--- src/rtl/bmorph_pkg.sv ---
package bmorph_pkg;

  localparam int PIX_W     = 8;
  localparam int COLS_W    = 11;
  localparam int ROWS_W    = 13;
  localparam int ROWPOS_W  = 12;
  localparam int CFG_W     = 13;
  localparam int CFG_IDX_W = 2;
  localparam int MAX_ROWS  = 4096;
  localparam int DEF_MAX_COLS = 1024;
  localparam int QDEPTH    = 4;
  localparam int WIN_N     = 9;

  localparam logic [PIX_W-1:0]  PIX_MAX    = 8'd255;
  localparam logic [COLS_W-1:0] COLS_RESET = 11'd1024;
  localparam logic [ROWS_W-1:0] ROWS_RESET = 13'd1024;

  typedef enum logic [1:0] {
    MODE_ERODE  = 2'd0,
    MODE_DILATE = 2'd1,
    MODE_INNER  = 2'd2,
    MODE_OUTER  = 2'd3
  } mode_t;

  localparam logic [CFG_IDX_W-1:0] REG_MODE = 2'd0;
  localparam logic [CFG_IDX_W-1:0] REG_COLS = 2'd1;
  localparam logic [CFG_IDX_W-1:0] REG_ROWS = 2'd2;

  localparam logic OP_PIXEL = 1'b0;
  localparam logic OP_DRAIN = 1'b1;

  // window slots, row-major from the upper left
  localparam int W_TL = 0;
  localparam int W_TC = 1;
  localparam int W_TR = 2;
  localparam int W_ML = 3;
  localparam int W_MC = 4;
  localparam int W_MR = 5;
  localparam int W_BL = 6;
  localparam int W_BC = 7;
  localparam int W_BR = 8;

  typedef struct packed {
    logic             is_pix;
    logic             emit;
    logic             fwd_mid;
    logic             fwd_bl;
    logic             fwd_bc;
    logic [WIN_N-1:0] vmask;
    logic             frame_end;
  } ctl_t;

  typedef struct packed {
    logic full;
    logic empty;
  } qstat_t;

endpackage

--- src/rtl/bmorph_front.sv ---
module bmorph_front
  import bmorph_pkg::*;
#(
  parameter int MAX_COLS = DEF_MAX_COLS
) (
  input  logic                                clk,
  input  logic                                rst,
  input  logic                                restart,
  input  logic [$clog2(MAX_COLS+1)-1:0]       cols,
  input  logic [ROWS_W-1:0]                   rows,
  input  logic                                accept,
  input  logic                                op,
  input  logic [PIX_W-1:0]                    pixel_in,
  output logic                                push,
  output ctl_t                                item_ctl,
  output logic [PIX_W-1:0]                    item_pix,
  output logic [$clog2(2*MAX_COLS)-1:0]       wr_addr,
  output logic [$clog2(2*MAX_COLS)-1:0]       mid_addr,
  output logic [$clog2(2*MAX_COLS)-1:0]       top_addr
);

  localparam int CW = $clog2(MAX_COLS + 1);
  localparam int PW = $clog2(MAX_COLS + 3);
  localparam int XW = $clog2(MAX_COLS);
  localparam int AW = $clog2(2 * MAX_COLS);

  logic [PW-1:0]       pending;
  logic [PW-1:0]       pending_next;
  logic [PW-1:0]       p_eff;
  logic [PW-1:0]       cols_p;
  logic [XW-1:0]       out_col;
  logic [ROWPOS_W-1:0] out_row;
  logic [AW-1:0]       wp;
  logic [AW-1:0]       ca;
  logic                is_pix;
  logic                emit;
  logic                last_col;
  logic                last_row;
  logic                top_ok;
  logic                bot_ok;
  logic                left_ok;
  logic                right_ok;

  assign cols_p = PW'(cols);
  assign is_pix = (op == OP_PIXEL);
  // pixels received but not yet emitted, counting the one arriving now
  assign p_eff  = is_pix ? pending + 1'b1 : pending;
  assign emit   = is_pix ? (pending >= cols_p + 1'b1) : (pending != '0);
  assign push   = accept && (is_pix || emit);

  assign last_col = (CW'(out_col) == cols - 1'b1);
  assign last_row = (ROWS_W'(out_row) == rows - 1'b1);
  assign top_ok   = (out_row != '0);
  assign bot_ok   = !last_row;
  assign left_ok  = (out_col != '0);
  assign right_ok = !last_col;

  always_comb begin
    if (!is_pix) begin
      pending_next = pending - 1'b1;
    end else if (emit) begin
      pending_next = pending;
    end else begin
      pending_next = pending + 1'b1;
    end
  end

  always_comb begin
    item_ctl.is_pix    = is_pix;
    item_ctl.emit      = emit;
    item_ctl.fwd_mid   = is_pix && (pending == '0);
    item_ctl.fwd_bl    = is_pix && (pending == cols_p - 1'b1);
    item_ctl.fwd_bc    = is_pix && (pending == cols_p);
    item_ctl.frame_end = last_col && last_row;
    item_ctl.vmask[W_TL] = top_ok && left_ok;
    item_ctl.vmask[W_TC] = top_ok;
    item_ctl.vmask[W_TR] = top_ok && right_ok;
    item_ctl.vmask[W_ML] = left_ok;
    item_ctl.vmask[W_MC] = 1'b1;
    item_ctl.vmask[W_MR] = right_ok && (p_eff >= PW'(2));
    item_ctl.vmask[W_BL] = bot_ok && left_ok && (p_eff >= cols_p);
    item_ctl.vmask[W_BC] = bot_ok && (p_eff >= cols_p + 1'b1);
    item_ctl.vmask[W_BR] = bot_ok && right_ok && (p_eff >= cols_p + PW'(2));
  end

  assign item_pix = pixel_in;
  assign wr_addr  = wp;
  assign mid_addr = ca + 1'b1;
  assign top_addr = ca - AW'(cols) + 1'b1;

  always_ff @(posedge clk) begin
    if (rst) begin
      pending <= '0;
      out_col <= '0;
      out_row <= '0;
      wp      <= '0;
      ca      <= '0;
    end else if (restart) begin
      pending <= '0;
      out_col <= '0;
      out_row <= '0;
      ca      <= wp;
    end else if (push) begin
      pending <= pending_next;
      if (is_pix) begin
        wp <= wp + 1'b1;
      end
      if (emit) begin
        ca <= ca + 1'b1;
        if (last_col) begin
          out_col <= '0;
          out_row <= last_row ? '0 : out_row + 1'b1;
        end else begin
          out_col <= out_col + 1'b1;
        end
      end
    end
  end

endmodule

--- config.mk ---
export PLATFORM = sky130hd
export DESIGN_NAME = bmorph_front
export DESIGN_NICKNAME = d
export VERILOG_FILES = /design/src/rtl/bmorph_pkg.sv /design/src/rtl/bmorph_front.sv
export SDC_FILE = /design/constraint.sdc
export NUM_CORES = 1
export LEC_CHECK = 0
export BUFFER_PORTS_ARGS = -buffer_cell sky130_fd_sc_hd__buf_2
export CAP_MARGIN = 20
export CORE_UTILIZATION = 30
export DETAILED_ROUTE_END_ITERATION = 8
export PLACE_DENSITY = 0.52
export SYNTH_ARGS = -nofsm -noshare
export SYNTH_HDL_FRONTEND = slang
export SYNTH_SLANG_ARGS = --single-unit
--- constraint.sdc ---
create_clock -name clk -period 4.2 [get_ports clk]
set_clock_uncertainty 0.2 [all_clocks]
set_input_delay 0 -clock clk [delete_from_list [all_inputs] [get_ports clk]]
set_output_delay 0 -clock clk [all_outputs]
set_load 0.03 [all_outputs]
==> flow_metrics.py <==
metrics = {
    "status": {
        "outcome": "completed",
    },
    "cells_and_area": {
        "areaGrowthSynthToFinish_pct": 11.3,
        "drive_above_1_share_pct": 13.3,
        "n_fill_cell": 2224,
        "num_antenna_cells": 0,
        "layout.nets": 974,
    },
    "timing": {
        "fmax_mhz": 263,
        "layout_setup_ws_ps": 395,
        "post-route-min-period_ps": 3800,
        "slew_viol_final": 0,
        "slew_headroom_pct": 42.3,
        "finalSetupViolCount": 0,
        "finalCritPeriodShare_pct": 90.6,
        "hold_viol": 0,
        "rsz0062_at_grt": "no",
        "tns_ps": 0,
        "tightest_slew_ps": 857,
    },
    "yosys": {
        "ys.flop_type": "dfxtp_1",
        "ys.warnings.count": 0,
        "ys_seq_area_share_pct": 17.4,
        "syn_nets": 932,
        "async_flop_share_pct": 0,
        "synthesis.area_sq_um": 6330,
        "ys_ff_latch": 55,
        "syn_avg_cell_area_sq_um": 7.68,
        "yosysUniqueCellTypes": 80,
        "netlist_instances": 824,
        "synth_edf_count": 0,
    },
    "cts": {
        "clk_pin_slew_ps": 90,
        "clock-sinks": 55,
        "cts_tree": "done",
        "clockRootBuffer": "clkbuf_16",
        "clockBufferDepth": 2,
        "cts-resized-gates": 0,
        "insertion_delay_ps": 320,
        "htreeDepth": 2,
        "cts_buffers": 5,
    },
    "floorplanning": {
        "die_area_sq_um": 21700,
        "io_pins": 94,
        "start_util_pct": 31.0,
        "die_y_um": 147,
        "row_count": 52,
        "core_area_sq_um": 20400,
        "die_w_um": 147,
    },
    "power_and_ir_drop": {
        "power_density_nw_per_um2": 225,
        "power_frac_seq_pct": 35.1,
        "p_sw_w": 0.000625,
        "ir_worst_vdd_mv": 0.176,
        "intPower_w": 0.000961,
        "p_comb_share_pct": 35.1,
        "switching_share_pct": 39.4,
        "cellLeakagePower_nw": 2.85,
        "clockPowerShare_pct": 29.8,
    },
    "route": {
        "ant_nets": 0,
        "dr.pass1.iters": 5,
        "drtIter0Drc": 350,
        "num_vias": 6037,
        "drc": 0,
        "drt-vias-per-instance": 5.31,
        "drt_wl_total_mm": 18.6,
        "wire_per_inst_um": 16.4,
    },
    "global_route": {
        "grt_pass1_vias": 5625,
        "grt_max_degree": 47,
        "track_usage_pct": 17.5,
        "grt_remaining_overflow": 0,
        "grt_pass1_wl_mm": 30.5,
        "antenna_found_initial": 1,
    },
    "critical_path": {
        "worstPathRequired_ps": 4000,
        "cp-end-kind": "primary output",
        "startpoint": "pending[1]$_SDFFE_PP0P_",
        "arrival_ps": 3600,
        "start_kind": "register",
        "worstSetupPathType": "reg -> out",
        "cpPeakStageDelay_ps": 570,
        "r2r_start": "pending[0]$_SDFFE_PP0P_",
        "cp_max_fo": 8,
        "cp_slowest_cell": "dfxtp_1",
        "path_cells": "inv_1 > ha_1 > mux2_2 > ha_1 > a21o_1 > a21o_1 > a21oi_1 > o21ai_0 > maj3_1 > a221oi_1 > nor4_1 > buf_2",
    },
    "place": {
        "port_buffers": 76,
        "post-dp-hpwl_mm": 14.3,
        "place.gp.congestion": 0.842,
        "dp_slack_ps": 495,
    },
    "min_path": {
        "hp-class": "in -> reg",
        "hp-start": "op",
    },
    "run": {
        "drv_cap": 0,
    },
}
==> cell usage after synthesis (all sizes together) (4+ instances only) <==
library cell / count / area share, %
nor2: 62 / 4.0
o21bai: 4 / 0.47
nand4: 15 / 1.8
or2: 4 / 0.40
nand3: 44 / 3.5
mux2i: 6 / 0.95
or4: 17 / 2.1
xor2: 35 / 4.8
o211ai: 8 / 0.95
xnor2: 68 / 9.5
a311oi: 7 / 1.1
nand2: 56 / 3.4
a2111oi: 6 / 0.83
buf: 29 / 3.0
o31ai: 12 / 1.4
clkbuf: 27 / 1.6
dfxtp: 55 / 17
nor4b: 4 / 0.75
nor3: 20 / 1.6
a211oi: 10 / 1.3
ha: 70 / 14
and2: 6 / 0.59
a21o: 9 / 1.1
or3: 17 / 1.7
nor4: 14 / 1.5
a31oi: 6 / 0.59
inv: 50 / 3.0
nand2b: 4 / 0.40
nor2b: 10 / 0.99
and3: 15 / 1.5
o21ai: 35 / 2.9
and4: 4 / 0.55
a21oi: 45 / 3.6
==> placed cells by master, fill, tap and decap left out, types with 5 or more instances in the layout <==
cell | Yosys | layout
a2111oi_0 | 6 | 6
a211oi_1 | 9 | 9
a21o_1 | 8 | 8
a21oi_1 | 44 | 44
a311oi_1 | 6 | 6
a31oi_1 | 6 | 6
and2_1 | 5 | 5
and3_1 | 15 | 15
buf_2 | 10 | 76
buf_4 | 17 | 5
clkbuf_16 | 0 | 5
dfxtp_1 | 55 | 55
dlygate4sd3_1 | 0 | 10
ha_1 | 70 | 70
inv_1 | 50 | 50
mux2i_1 | 6 | 6
nand2_1 | 55 | 55
nand3_1 | 44 | 44
nand4_1 | 12 | 12
nor2_1 | 59 | 59
nor2b_1 | 10 | 10
nor3_1 | 20 | 20
nor4_1 | 13 | 13
o211ai_1 | 8 | 8
o21ai_0 | 30 | 30
o31ai_1 | 12 | 12
or3_1 | 17 | 17
or4_1 | 16 | 16
xnor2_1 | 67 | 67
xor2_1 | 35 | 35
==> stage by stage <==
step | utilization [%] | cells | instance area [sq um] | total power (W) | hold slack (ps)
CTS | 34.5 | 1137 | 7040 | 0.00161 | 15.9
detailed placement | 33.2 | 1119 | 6790 | 0.00110 | -200
global placement | 33.2 | 1119 | 6790 | 0.00111 | -200
finish | 34.5 | 1137 | 7040 | 0.00159 | 39.6
floorplan | - | 824 | 6330 | 0.000973 | -68.3
global route | 34.5 | 1137 | 7040 | 0.00168 | 56.1
==> cell families (layout without fill, tap and decap cells) <==
family / Yosys count / in the layout / share of synthesized area [%]
AO/OA/AOI/OAI: 173 / 173 / 18.5
XOR/XNOR: 103 / 103 / 14.4
adder cells (fa/ha/maj): 73 / 73 / 14.5
buffers and inverters: 107 / 150 / 7.67
flip-flops: 55 / 55 / 17.4
multiplexers: 8 / 8 / 1.31
other: 1 / 1 / 0.0593
AND/OR/NAND/NOR: 304 / 304 / 26.2
==> power by group through the flow <==
stage	Clock, W	Combinational, W	Sequential [W]
floorplan	0	0.000418	0.000555
global placement	0	0.000539	0.000568
detailed placement	0	0.000537	0.000568
CTS	0.000493	0.000557	0.000556
global route	0.000510	0.000616	0.000559
finish	0.000473	0.000557	0.000556
==> path summary, 6_finish.rpt <==
path,end,slack [ps],cells past startpoint
setup / recovery,item_ctl[8],400,12
hold / removal,pending[9]$_SDFFE_PP0P_,40,4
setup reg to reg,out_col[5]$_SDFFE_PP0P_,690,10
hold reg to reg,wr_addr[7]$_SDFFE_PP0P_,330,2
==> registers in the layout (all words and copies together), names as in the netlist <==
| name | cells |
|---|---|
| wr_addr | 11 |
| out_row | 12 |
| pending | 11 |
| out_col | 10 |
| ca | 11 |
==> metal layers <==
metal / up-vias / share of wire (%) / GRT usage (%)
met4: 0 / 1.3 / 4.02
met3: 14 / 4.7 / 2.42
li1: 3056 / - / -
met2: 152 / 44 / 27.3
met1: 2815 / 50 / 25.3
met5: - / 0 / 0
==> layout make-up <==
class	count	area, sq um	share of cell area, %
Multi-Input combinational cell	662	4740	67.3
Sequential cell	55	1100	15.6
Timing Repair Buffer	91	518	7.36
Tap cell	270	338	4.80
Inverter	51	191	2.72
Clock buffer	5	125	1.78
Clock inverter	3	28.8	0.409
==> worst max-delay path, delay by kind of cell, from the launching register on <==
kind | cells | cell delay, ps
flops | 1 | 570
mux | 1 | 350
compound gates | 5 | 940
buf+inv | 2 | 350
fa+ha+maj | 3 | 1000
simple gates | 1 | 80
==> what timing repair did <==
action / 4_1_cts / 5_1_grt
endpoints found under the hold margin: 21 / 0
setup buffers: 0 / 0
hold buffers: 10 / 0
(Power assumes the default switching activity.)
