$ cat src/rtl/bmorph_pkg.sv
package bmorph_pkg;

  localparam int PIX_W     = 8;
  localparam int COLS_W    = 11;
  localparam int ROWS_W    = 13;
  localparam int ROWPOS_W  = 12;
  localparam int CFG_W     = 13;
  localparam int CFG_IDX_W = 2;
  localparam int MAX_ROWS  = 4096;
  localparam int DEF_MAX_COLS = 1024;
  localparam int QDEPTH    = 4;
  localparam int WIN_N     = 9;

  localparam logic [PIX_W-1:0]  PIX_MAX    = 8'd255;
  localparam logic [COLS_W-1:0] COLS_RESET = 11'd1024;
  localparam logic [ROWS_W-1:0] ROWS_RESET = 13'd1024;

  typedef enum logic [1:0] {
    MODE_ERODE  = 2'd0,
    MODE_DILATE = 2'd1,
    MODE_INNER  = 2'd2,
    MODE_OUTER  = 2'd3
  } mode_t;

  localparam logic [CFG_IDX_W-1:0] REG_MODE = 2'd0;
  localparam logic [CFG_IDX_W-1:0] REG_COLS = 2'd1;
  localparam logic [CFG_IDX_W-1:0] REG_ROWS = 2'd2;

  localparam logic OP_PIXEL = 1'b0;
  localparam logic OP_DRAIN = 1'b1;

  // window slots, row-major from the upper left
  localparam int W_TL = 0;
  localparam int W_TC = 1;
  localparam int W_TR = 2;
  localparam int W_ML = 3;
  localparam int W_MC = 4;
  localparam int W_MR = 5;
  localparam int W_BL = 6;
  localparam int W_BC = 7;
  localparam int W_BR = 8;

  typedef struct packed {
    logic             is_pix;
    logic             emit;
    logic             fwd_mid;
    logic             fwd_bl;
    logic             fwd_bc;
    logic [WIN_N-1:0] vmask;
    logic             frame_end;
  } ctl_t;

  typedef struct packed {
    logic full;
    logic empty;
  } qstat_t;

endpackage

$ cat src/rtl/bmorph_fifo.sv
module bmorph_fifo
  import bmorph_pkg::*;
#(
  parameter int WIDTH = 8,
  parameter int DEPTH = QDEPTH
) (
  input  logic             clk,
  input  logic             rst,
  input  logic             push,
  input  logic [WIDTH-1:0] wdata,
  input  logic             pop,
  output logic [WIDTH-1:0] rdata,
  output qstat_t           stat
);

  localparam int LW = $clog2(DEPTH);

  logic [WIDTH-1:0] store [DEPTH];
  logic [LW:0]      wr_ptr;
  logic [LW:0]      rd_ptr;

  assign stat.empty = (wr_ptr == rd_ptr);
  assign stat.full  = (wr_ptr[LW] != rd_ptr[LW]) && (wr_ptr[LW-1:0] == rd_ptr[LW-1:0]);
  assign rdata      = store[rd_ptr[LW-1:0]];

  always_ff @(posedge clk) begin
    if (push) begin
      store[wr_ptr[LW-1:0]] <= wdata;
    end
  end

  always_ff @(posedge clk) begin
    if (rst) begin
      wr_ptr <= '0;
      rd_ptr <= '0;
    end else begin
      if (push) begin
        wr_ptr <= wr_ptr + 1'b1;
      end
      if (pop) begin
        rd_ptr <= rd_ptr + 1'b1;
      end
    end
  end

endmodule

$ cat config.mk
export PLATFORM = sky130hd
export DESIGN_NAME = bmorph_fifo
export DESIGN_NICKNAME = d
export VERILOG_FILES = /design/src/rtl/bmorph_pkg.sv /design/src/rtl/bmorph_fifo.sv
export SDC_FILE = /design/constraint.sdc
export NUM_CORES = 1
export LEC_CHECK = 0
export BUFFER_PORTS_ARGS = -buffer_cell sky130_fd_sc_hd__buf_2
export CAP_MARGIN = 20
export CORE_MARGIN = 5
export CORE_UTILIZATION = 59
export DETAILED_ROUTE_END_ITERATION = 10
export HOLD_SLACK_MARGIN = 0.06
export PLACE_DENSITY = 0.85
export SETUP_SLACK_MARGIN = 0.3
export SYNTH_ARGS = -nofsm -noshare
export SYNTH_HDL_FRONTEND = slang
export SYNTH_SLANG_ARGS = --single-unit
$ cat constraint.sdc
create_clock -name clk -period 2.3 [get_ports clk]
set_clock_uncertainty 0.2 [all_clocks]
set_input_delay 0.23 -clock clk [delete_from_list [all_inputs] [get_ports clk]]
set_output_delay 0.23 -clock clk [all_outputs]
set_load 0.02 [all_outputs]
==> results.py, run 1 <==
metrics = {
    "outcome": {
        "run_status": "finished clean",
    },
    "power": {
        "power_frac_seq_pct": 56.8,
        "switchingPower_mw": 0.332,
        "powerDensity_nw_per_um2": 775,
        "intPower_mw": 1.15,
        "power.clock.fraction_pct": 29.3,
        "switching_share_pct": 22.4,
        "p_comb_share_pct": 13.8,
        "vdd_drop_max_v": 0.000682,
        "p_leak_nw": 0.713,
    },
    "routing": {
        "routed_wl_microns": 2400,
        "drc": 0,
        "vias": 830,
        "drt-pass1-iter-count": 4,
        "final_antenna_net_count": 0,
        "drtIter0Drc": 45,
        "vias_per_cell": 5.42,
        "wl_per_cell_microns": 15.7,
    },
    "logic_synthesis": {
        "ys_seq_area_share_pct": 72.0,
        "syn-num-nets": 99,
        "syn_area_per_cell_sq_um": 19.0,
        "synth_area_sq_um": 1560,
        "synthTopCellsByArea": "edfxtp_1 (62%), mux4_2 (12%), dfxtp_1 (10%)",
        "ys_types": 18,
        "ys_ff_latch": 40,
        "synth_top_cell_by_area": "edfxtp_1",
        "synth_cells": 82,
        "synth_top_area_share_pct": 61.7,
        "yosysWarnings": 0,
    },
    "floorplan": {
        "io_pins": 22,
        "core_area_sq_um": 2500,
        "num_rows": 18,
        "die_y_microns": 61.4,
        "start_util_pct": 62.3,
        "design.die.area_sq_um": 3770,
        "die_w_microns": 61.4,
    },
    "min_path": {
        "whs_path_depth": 2,
        "hold_path.class": "flop to flop",
    },
    "setup_path": {
        "worstPathCellList": "buf_6, mux4_2, buf_2",
        "critPathBufInv": 2,
        "reg2regPathDepth": 2,
        "arrival_ps": 1500,
        "cp-end-kind": "output port",
        "path_delay_family": "multiplexers",
        "cp-start-kind": "flop",
        "cp.depth": 3,
        "critical_path_required_ps": 1870,
        "max_stage_delay_ps": 480,
        "path_max_fanout": 4,
        "path_class": "flop to output port",
        "slowest_stage": "mux4_2",
    },
    "placed_design": {
        "gp_congestion": 0.711,
        "post_dp_cell_area_sq_um": 1690,
        "place_hpwl_microns": 1610,
        "portBuffers": 21,
    },
    "sta": {
        "timing.slew.headroom_pct": 71.6,
        "min_period_over_period_pct": 84.1,
        "worstMarginPinSlew_ps": 426,
        "setup_tns_ps": 0,
        "max_freq_mhz": 517,
        "fin_crit_ps": 1930,
        "final_hold_viol_count": 0,
        "rsz0062_at_grt": "yes",
        "final_max_slew_viol_count": 0,
        "setup_viol": 0,
    },
    "clock_tree": {
        "clk_latency_ps": 330,
        "cts_tree": "built",
        "htree_levels": 2,
        "path_clk_slew_ps": 110,
        "clock_sinks": 40,
        "cts_made_buffers": 5,
        "clk_path_buf_depth": 2,
        "cts_root_buf": "clkbuf_4",
    },
    "finish": {
        "drive_gt1_share_pct": 34.1,
        "fin_util_pct": 76.6,
        "fin_area_sq_um": 1910,
        "fillers": 142,
        "syn2layout_area_growth_pct": 22.9,
        "multiInputGateArea_sq_um": 408,
        "n_antenna_cell": 0,
        "seq_area_sq_um": 1120,
        "final_cell_mix": "edfxtp_1 (32), buf_2 (19), dlygate4sd3_1 (12)",
        "layout.nets": 139,
        "layout_commonest_cell": "edfxtp_1",
    },
    "grt": {
        "antenna_found_initial": 0,
        "grt-ovfl-total": 0,
        "first_global_vias": 865,
        "grt_pass1_wl_microns": 3870,
        "grtUsageTotal_pct": 15.3,
        "grt_max_degree": 13,
    },
    "run": {
        "maxCapViolCount": 0,
    },
}
[metal layers]
metal	vias to the layer above	GRT usage, %	part of all wire (%)
met1	407	15.8	38
met4	0	7.27	2.1
li1	392	-	-
met2	26	28.2	54
met5	-	0	0
met3	5	4.40	6.6
[path summary, 6_finish.rpt]
| kind | startpoint | end | slack, ps |
|---|---|---|---|
| worst max-delay path | flop | rdata[3] | 370 |
| worst min-delay path | wr_ptr[2] | wr_ptr[2] | 370 |
| worst max register to register | wr_ptr[0] | store[3][3] | 680 |
| worst min register to register | wr_ptr[2] | wr_ptr[2] | 370 |
[cell usage after synthesis, drive strengths merged]
master and instances:
edfxtp 32, dfxtp 8, mux4 8, ha 5, nor2 5, and2 4, xnor2 3, a21bo 2
a21oi 2, buf 2, inv 2, mux2i 2, nand3b 2, xor2 2, clkbuf 1, nor3 1
nor3b 1
[stage by stage]
stage	cells	hold WS [ps]	setup WS [ps]	total power, mW
floorplan	82	99.1	823	0.978
global placement	131	241	521	1.03
detailed placement	131	249	485	1.04
CTS	153	378	319	1.49
global route	153	401	297	1.55
finish	153	369	366	1.48
[power by group through the flow]
stage / Sequential (mW) / Combinational [mW] / Clock, mW
CTS: 0.843 / 0.202 / 0.442
floorplan: 0.847 / 0.130 / 0
detailed placement: 0.861 / 0.176 / 0
finish: 0.842 / 0.205 / 0.435
global route: 0.847 / 0.223 / 0.479
global placement: 0.859 / 0.172 / 0
[registers in the layout, indices dropped and copies added (netlist names), named ones only]
name	cells
wr_ptr	3
rd_ptr	3
store	32
[what timing repair did]
action | CTS | global route
pin swaps | 0 | 0
endpoints found under the setup margin | 8 | 4
buffers inserted | 2 | 0
endpoints found under the hold margin | 40 | 0
resized for setup | 2 | 4
hold buffers | 12 | 0
[cell families after synthesis]
kind of cell             count (synthesis)  share of synthesized area (%)
AO/OA/AOI/OAI                            4                           1.93
XOR/XNOR                                 5                           2.81
adder cells (fa/ha/maj)                  5                           4.02
buffers and inverters                    5                           1.85
flip-flops                              40                           72.0
multiplexers                            10                           12.9
AND/OR/NAND/NOR                         13                           4.58
[area by class of cell]
type | count | area share, %
clock buffer | 6 | 2.16
clock inverter | 2 | 1.83
inverter | 2 | 0.392
multi-input combinational | 37 | 21.3
sequential | 40 | 58.8
tap | 30 | 1.96
timing repair buffer | 36 | 13.6
[worst min-delay path, delay by kind of cell, from the launching register on]
family          cells  cell delay [ps]
compound gates      1               60
simple gates        1              110
flops               1              370
(Power assumes the default switching activity.)
==> run 2, diff against run 1 <==
CORE_UTILIZATION = 49   (was 59)
PLACE_DENSITY = 0.76   (was 0.85)
clock period = 1.77 ns   (was 2.3 ns; I/O delays follow)
==> results.py, run 2 (same netlist as run 1, synthesis figures left out) <==
metrics = {
    "outcome": {
        "run_status": "finished with violations",
        "violations": "negative setup slack",
    },
    "clock_tree": {
        "clk_latency_ps": 340,
        "cts_tree": "built",
        "path_clk_slew_ps": 120,
        "cts_root_buf": "clkbuf_4",
        "clk_path_buf_depth": 2,
        "clock_sinks": 40,
        "cts_made_buffers": 5,
        "htree_levels": 2,
    },
    "grt": {
        "grt_pass1_wl_microns": 4210,
        "grt-ovfl-total": 0,
        "grt_max_degree": 14,
        "antenna_found_initial": 0,
        "first_global_vias": 845,
        "grtUsageTotal_pct": 13.6,
    },
    "floorplan": {
        "num_rows": 20,
        "io_pins": 22,
        "die_y_microns": 66.4,
        "design.die.area_sq_um": 4410,
        "start_util_pct": 51.0,
        "die_w_microns": 66.4,
        "core_area_sq_um": 3050,
    },
    "setup_path": {
        "cp-end-kind": "output port",
        "path_max_fanout": 8,
        "arrival_ps": 1490,
        "cp-start-kind": "flop",
        "max_stage_delay_ps": 510,
        "worstPathCellList": "buf_12, mux4_2, buf_6",
        "critical_path_required_ps": 1390,
        "slowest_stage": "mux4_2",
        "path_class": "flop to output port",
    },
    "sta": {
        "fin_crit_ps": 1870,
        "min_period_over_period_pct": 105,
        "fin_hold_ws_ps": 358,
        "setup_viol": 8,
        "final_max_slew_viol_count": 0,
        "max_freq_mhz": 536,
        "setup_tns_ps": -735,
        "final_hold_viol_count": 0,
        "rsz0062_at_grt": "yes",
        "fin_ws_ps": -95.3,
        "timing.slew.headroom_pct": 76.0,
        "worstMarginPinSlew_ps": 360,
    },
    "finish": {
        "fillers": 228,
        "multiInputGateArea_sq_um": 457,
        "layout_commonest_cell": "edfxtp_1",
        "seq_area_sq_um": 1130,
        "drive_gt1_share_pct": 48.0,
        "layout.nets": 141,
        "largest_reg_flops": 32,
        "fin_util_pct": 67.7,
        "n_antenna_cell": 0,
        "syn2layout_area_growth_pct": 32.6,
        "final_cell_mix": "edfxtp_1 (32), dlygate4sd3_1 (11), buf_2 (11)",
    },
    "routing": {
        "drtIter0Drc": 44,
        "vias_per_cell": 4.79,
        "final_antenna_net_count": 0,
        "vias": 809,
        "wl_per_cell_microns": 15.6,
        "drt-pass1-iter-count": 4,
        "drc": 0,
        "routed_wl_microns": 2630,
    },
    "power": {
        "powerDensity_nw_per_um2": 975,
        "power.clock.fraction_pct": 29.3,
        "switchingPower_mw": 0.474,
        "power_frac_seq_pct": 54.4,
        "finalPower_mw": 2.01,
        "intPower_mw": 1.54,
        "p_comb_share_pct": 16.3,
        "p_leak_nw": 0.747,
        "vdd_drop_max_v": 0.000821,
        "switching_share_pct": 23.5,
    },
    "placed_design": {
        "portBuffers": 21,
        "place_hpwl_microns": 1620,
        "gp_congestion": 0.694,
        "post-place-ws_ps": 216,
    },
    "min_path": {
        "hold_path.class": "flop to flop",
    },
    "run": {
        "maxCapViolCount": 0,
    },
}
[run 2: per-layer routing]
metal	part of all wire, %	up-vias	track usage [%]	routed length (microns)
li1	-	392	-	-
met1	41	393	16.0	1090
met2	52	19	22.7	1370
met3	4.9	5	5.27	128
met4	1.5	0	4.57	40
met5	0	-	0	0
[run 2: final cells by class]
class                      count  share of cell area (%)
inverter                       2                   0.363
tap                           44                    2.67
timing repair buffer          38                    16.1
clock inverter                 3                    2.06
multi-input combinational     37                    22.1
sequential                    40                    54.9
clock buffer                   5                    1.82
[run 2: final timing paths]
kind / start / endpoint / slack, ps / cells past startpoint
hold / removal: wr_ptr[0] / wr_ptr[0] / 360 / 2
setup reg to reg: wr_ptr[0] / store[3][5] / 350 / 4
setup / recovery: flop / rdata[7] / -100 / 3
hold reg to reg: wr_ptr[0] / wr_ptr[0] / 360 / 2
[run 2: what timing repair did]
item / 4_1_cts / 5_1_grt
pin swaps: 4 / 2
endpoints found under the setup margin: 37 / 18
hold buffers: 11 / 0
buffers inserted: 3 / 0
endpoints found under the hold margin: 40 / 0
resized for setup: 32 / 6
[run 2: power by group through the flow]
stage          Combinational (mW)  Sequential (mW)  Clock, mW
5_1_grt                     0.356             1.10      0.649
2_1_floorplan               0.170             1.10          0
4_1_cts                     0.324             1.09      0.600
3_3_place_gp                0.240             1.11          0
3_5_place_dp                0.243             1.11          0
6_report                    0.329             1.10      0.591
[run 2: through the flow]
| stage | cell area [sq um] | std cells |
|---|---|---|
| 2_1_floorplan | 1560 | 82 |
| 3_3_place_gp | 1730 | 147 |
| 3_5_place_dp | 1730 | 147 |
| 4_1_cts | 2040 | 169 |
| 5_1_grt | 2070 | 169 |
| 6_report | 2070 | 169 |
[run 2: critical path, delay by kind of cell (launching register included)]
kind	cells	cell delay, ps
mux	1	510
flops	1	360
buf+inv	2	280
==> run 3, diff against run 2 <==
BUFFER_PORTS_ARGS = default   (was -buffer_cell sky130_fd_sc_hd__buf_2)
CORE_UTILIZATION = 54   (was 49)
CTS_CLUSTER_DIAMETER = 150   (was default)
DONT_BUFFER_PORTS = 1   (was default)
GPL_TIMING_DRIVEN = 0   (was default)
PLACE_DENSITY = 0.75   (was 0.76)
==> results.py, run 3 (same netlist as run 1, synthesis figures left out) <==
metrics = {
    "grt": {
        "grt_pass1_wl_microns": 4090,
        "grtUsageMet2_pct": 23.5,
        "grt-ovfl-total": 0,
        "grtUsageMet1_pct": 15.3,
        "grt_max_degree": 13,
        "busiest_layer": "met2",
        "antenna_found_initial": 0,
        "use_met3_pct": 5.51,
        "first_global_vias": 824,
        "grtUsageTotal_pct": 13.9,
    },
    "finish": {
        "fin_util_pct": 68.7,
        "final_cell_mix": "edfxtp_1 (32), dlygate4sd3_1 (11), mux4_2 (8)",
        "seq_area_sq_um": 1140,
        "fillers": 197,
        "n_antenna_cell": 0,
        "syn2layout_area_growth_pct": 21.6,
        "layout.nets": 119,
        "final_cells": 134,
        "largest_reg_flops": 32,
        "layout_commonest_cell": "edfxtp_1",
        "multiInputGateArea_sq_um": 494,
        "drive_gt1_share_pct": 38.8,
    },
    "setup_path": {
        "path_max_fanout": 8,
        "r2r_slack_ps": 360,
        "arrival_ps": 1420,
        "cp-start-kind": "flop",
        "critical_path_required_ps": 1390,
        "cp-end-kind": "output port",
        "r2r_start": "wr_ptr[0]",
        "reg2regPathDepth": 3,
        "r2r-end": "store[2][0]",
        "path_class": "flop to output port",
    },
    "clock_tree": {
        "clk_path_buf_depth": 2,
        "path_clk_slew_ps": 120,
        "cts_made_buffers": 5,
        "cts_root_buf": "clkbuf_4",
        "clk_latency_ps": 340,
        "clock_sinks": 40,
        "htree_levels": 2,
        "cts_tree": "built",
    },
    "sta": {
        "setup_viol": 8,
        "min_period_over_period_pct": 102,
        "worstMarginPinSlew_ps": 280,
        "timing.slew.headroom_pct": 81.3,
        "fin_ws_ps": -31.2,
        "max_freq_mhz": 555,
        "final_max_slew_viol_count": 0,
        "final_hold_viol_count": 0,
        "fin_hold_ws_ps": 336,
        "rsz0062_at_grt": "yes",
        "fin_crit_ps": 1800,
    },
    "routing": {
        "wl_per_cell_microns": 18.4,
        "drc": 0,
        "final_antenna_net_count": 0,
        "vias_per_cell": 5.64,
        "vias": 756,
        "routed_wl_microns": 2460,
        "drt-pass1-iter-count": 4,
        "drtIter0Drc": 16,
    },
    "power": {
        "vdd_drop_max_v": 0.000950,
        "powerDensity_nw_per_um2": 966,
        "p_leak_nw": 0.644,
        "finalPower_mw": 1.83,
    },
    "outcome": {
        "violations": "negative setup slack",
        "run_status": "finished with violations",
    },
    "floorplan": {
        "design.die.area_sq_um": 4060,
        "num_rows": 19,
        "core_area_sq_um": 2760,
        "die_w_microns": 63.7,
        "start_util_pct": 56.5,
        "io_pins": 22,
        "die_y_microns": 63.7,
    },
    "min_path": {
        "hold_path.class": "input port to flop",
        "whs_path_depth": 1,
        "min-delay-start": "wdata[4]",
        "min_to": "store[2][4]",
    },
    "placed_design": {
        "gp_congestion": 0.652,
        "portBuffers": 0,
        "place_hpwl_microns": 1480,
        "place_inst": 113,
    },
    "run": {
        "maxCapViolCount": 0,
    },
}
run 3: critical path, cell delays in order, from the launching register on:
cell and delay [ps]:
dfxtp_2 360, buf_12 130, mux4_2 580
run 3: worst max path at each step:
stage                       end  cells past startpoint      start
floorplan               stat[0]                      2  wr_ptr[0]
global placement    store[3][5]                      2  wr_ptr[0]
detailed placement  store[3][5]                      2  wr_ptr[0]
CTS                    rdata[2]                      2       flop
global route           rdata[2]                      2       flop
finish                 rdata[2]                      2       flop
run 3: layout make-up:
| type | count | share of cell area (%) |
|---|---|---|
| Inverter | 2 | 0.396 |
| Timing Repair Buffer | 13 | 6.61 |
| Clock buffer | 6 | 2.71 |
| Multi-Input combinational cell | 37 | 26.1 |
| Tap cell | 31 | 2.05 |
| Buffer | 3 | 1.59 |
| Clock inverter | 2 | 0.528 |
| Sequential cell | 40 | 60.0 |
run 3: through the flow:
stage	setup slack, ps	cell area [sq um]	TNS, ps
floorplan	346	1560	0
global placement	169	1600	0
detailed placement	126	1600	0
CTS	-72.1	1860	-545
global route	-77.9	1890	-589
finish	-31.2	1890	-201
run 3: report_power, final:
part           leakage (nW)  internal (mW)  switching, mW
clock network        0.0380          0.189          0.280
logic                 0.243          0.120          0.147
registers             0.363           1.07         0.0277
run 3: repair_timing:
action,4_1_cts,5_1_grt
hold endpoints to repair,40,0
buffers inserted,2,0
hold buffers,11,0
pin swaps,2,3
gates resized for setup,20,7
setup endpoints to repair,42,20
run 3: per-layer routing:
layer	wire [microns]	up-vias	part of all wire, %
li1	-	353	-
met1	984	370	40
met2	1270	27	51
met3	160	6	6.5
met4	49	0	2.0
met5	0	-	0
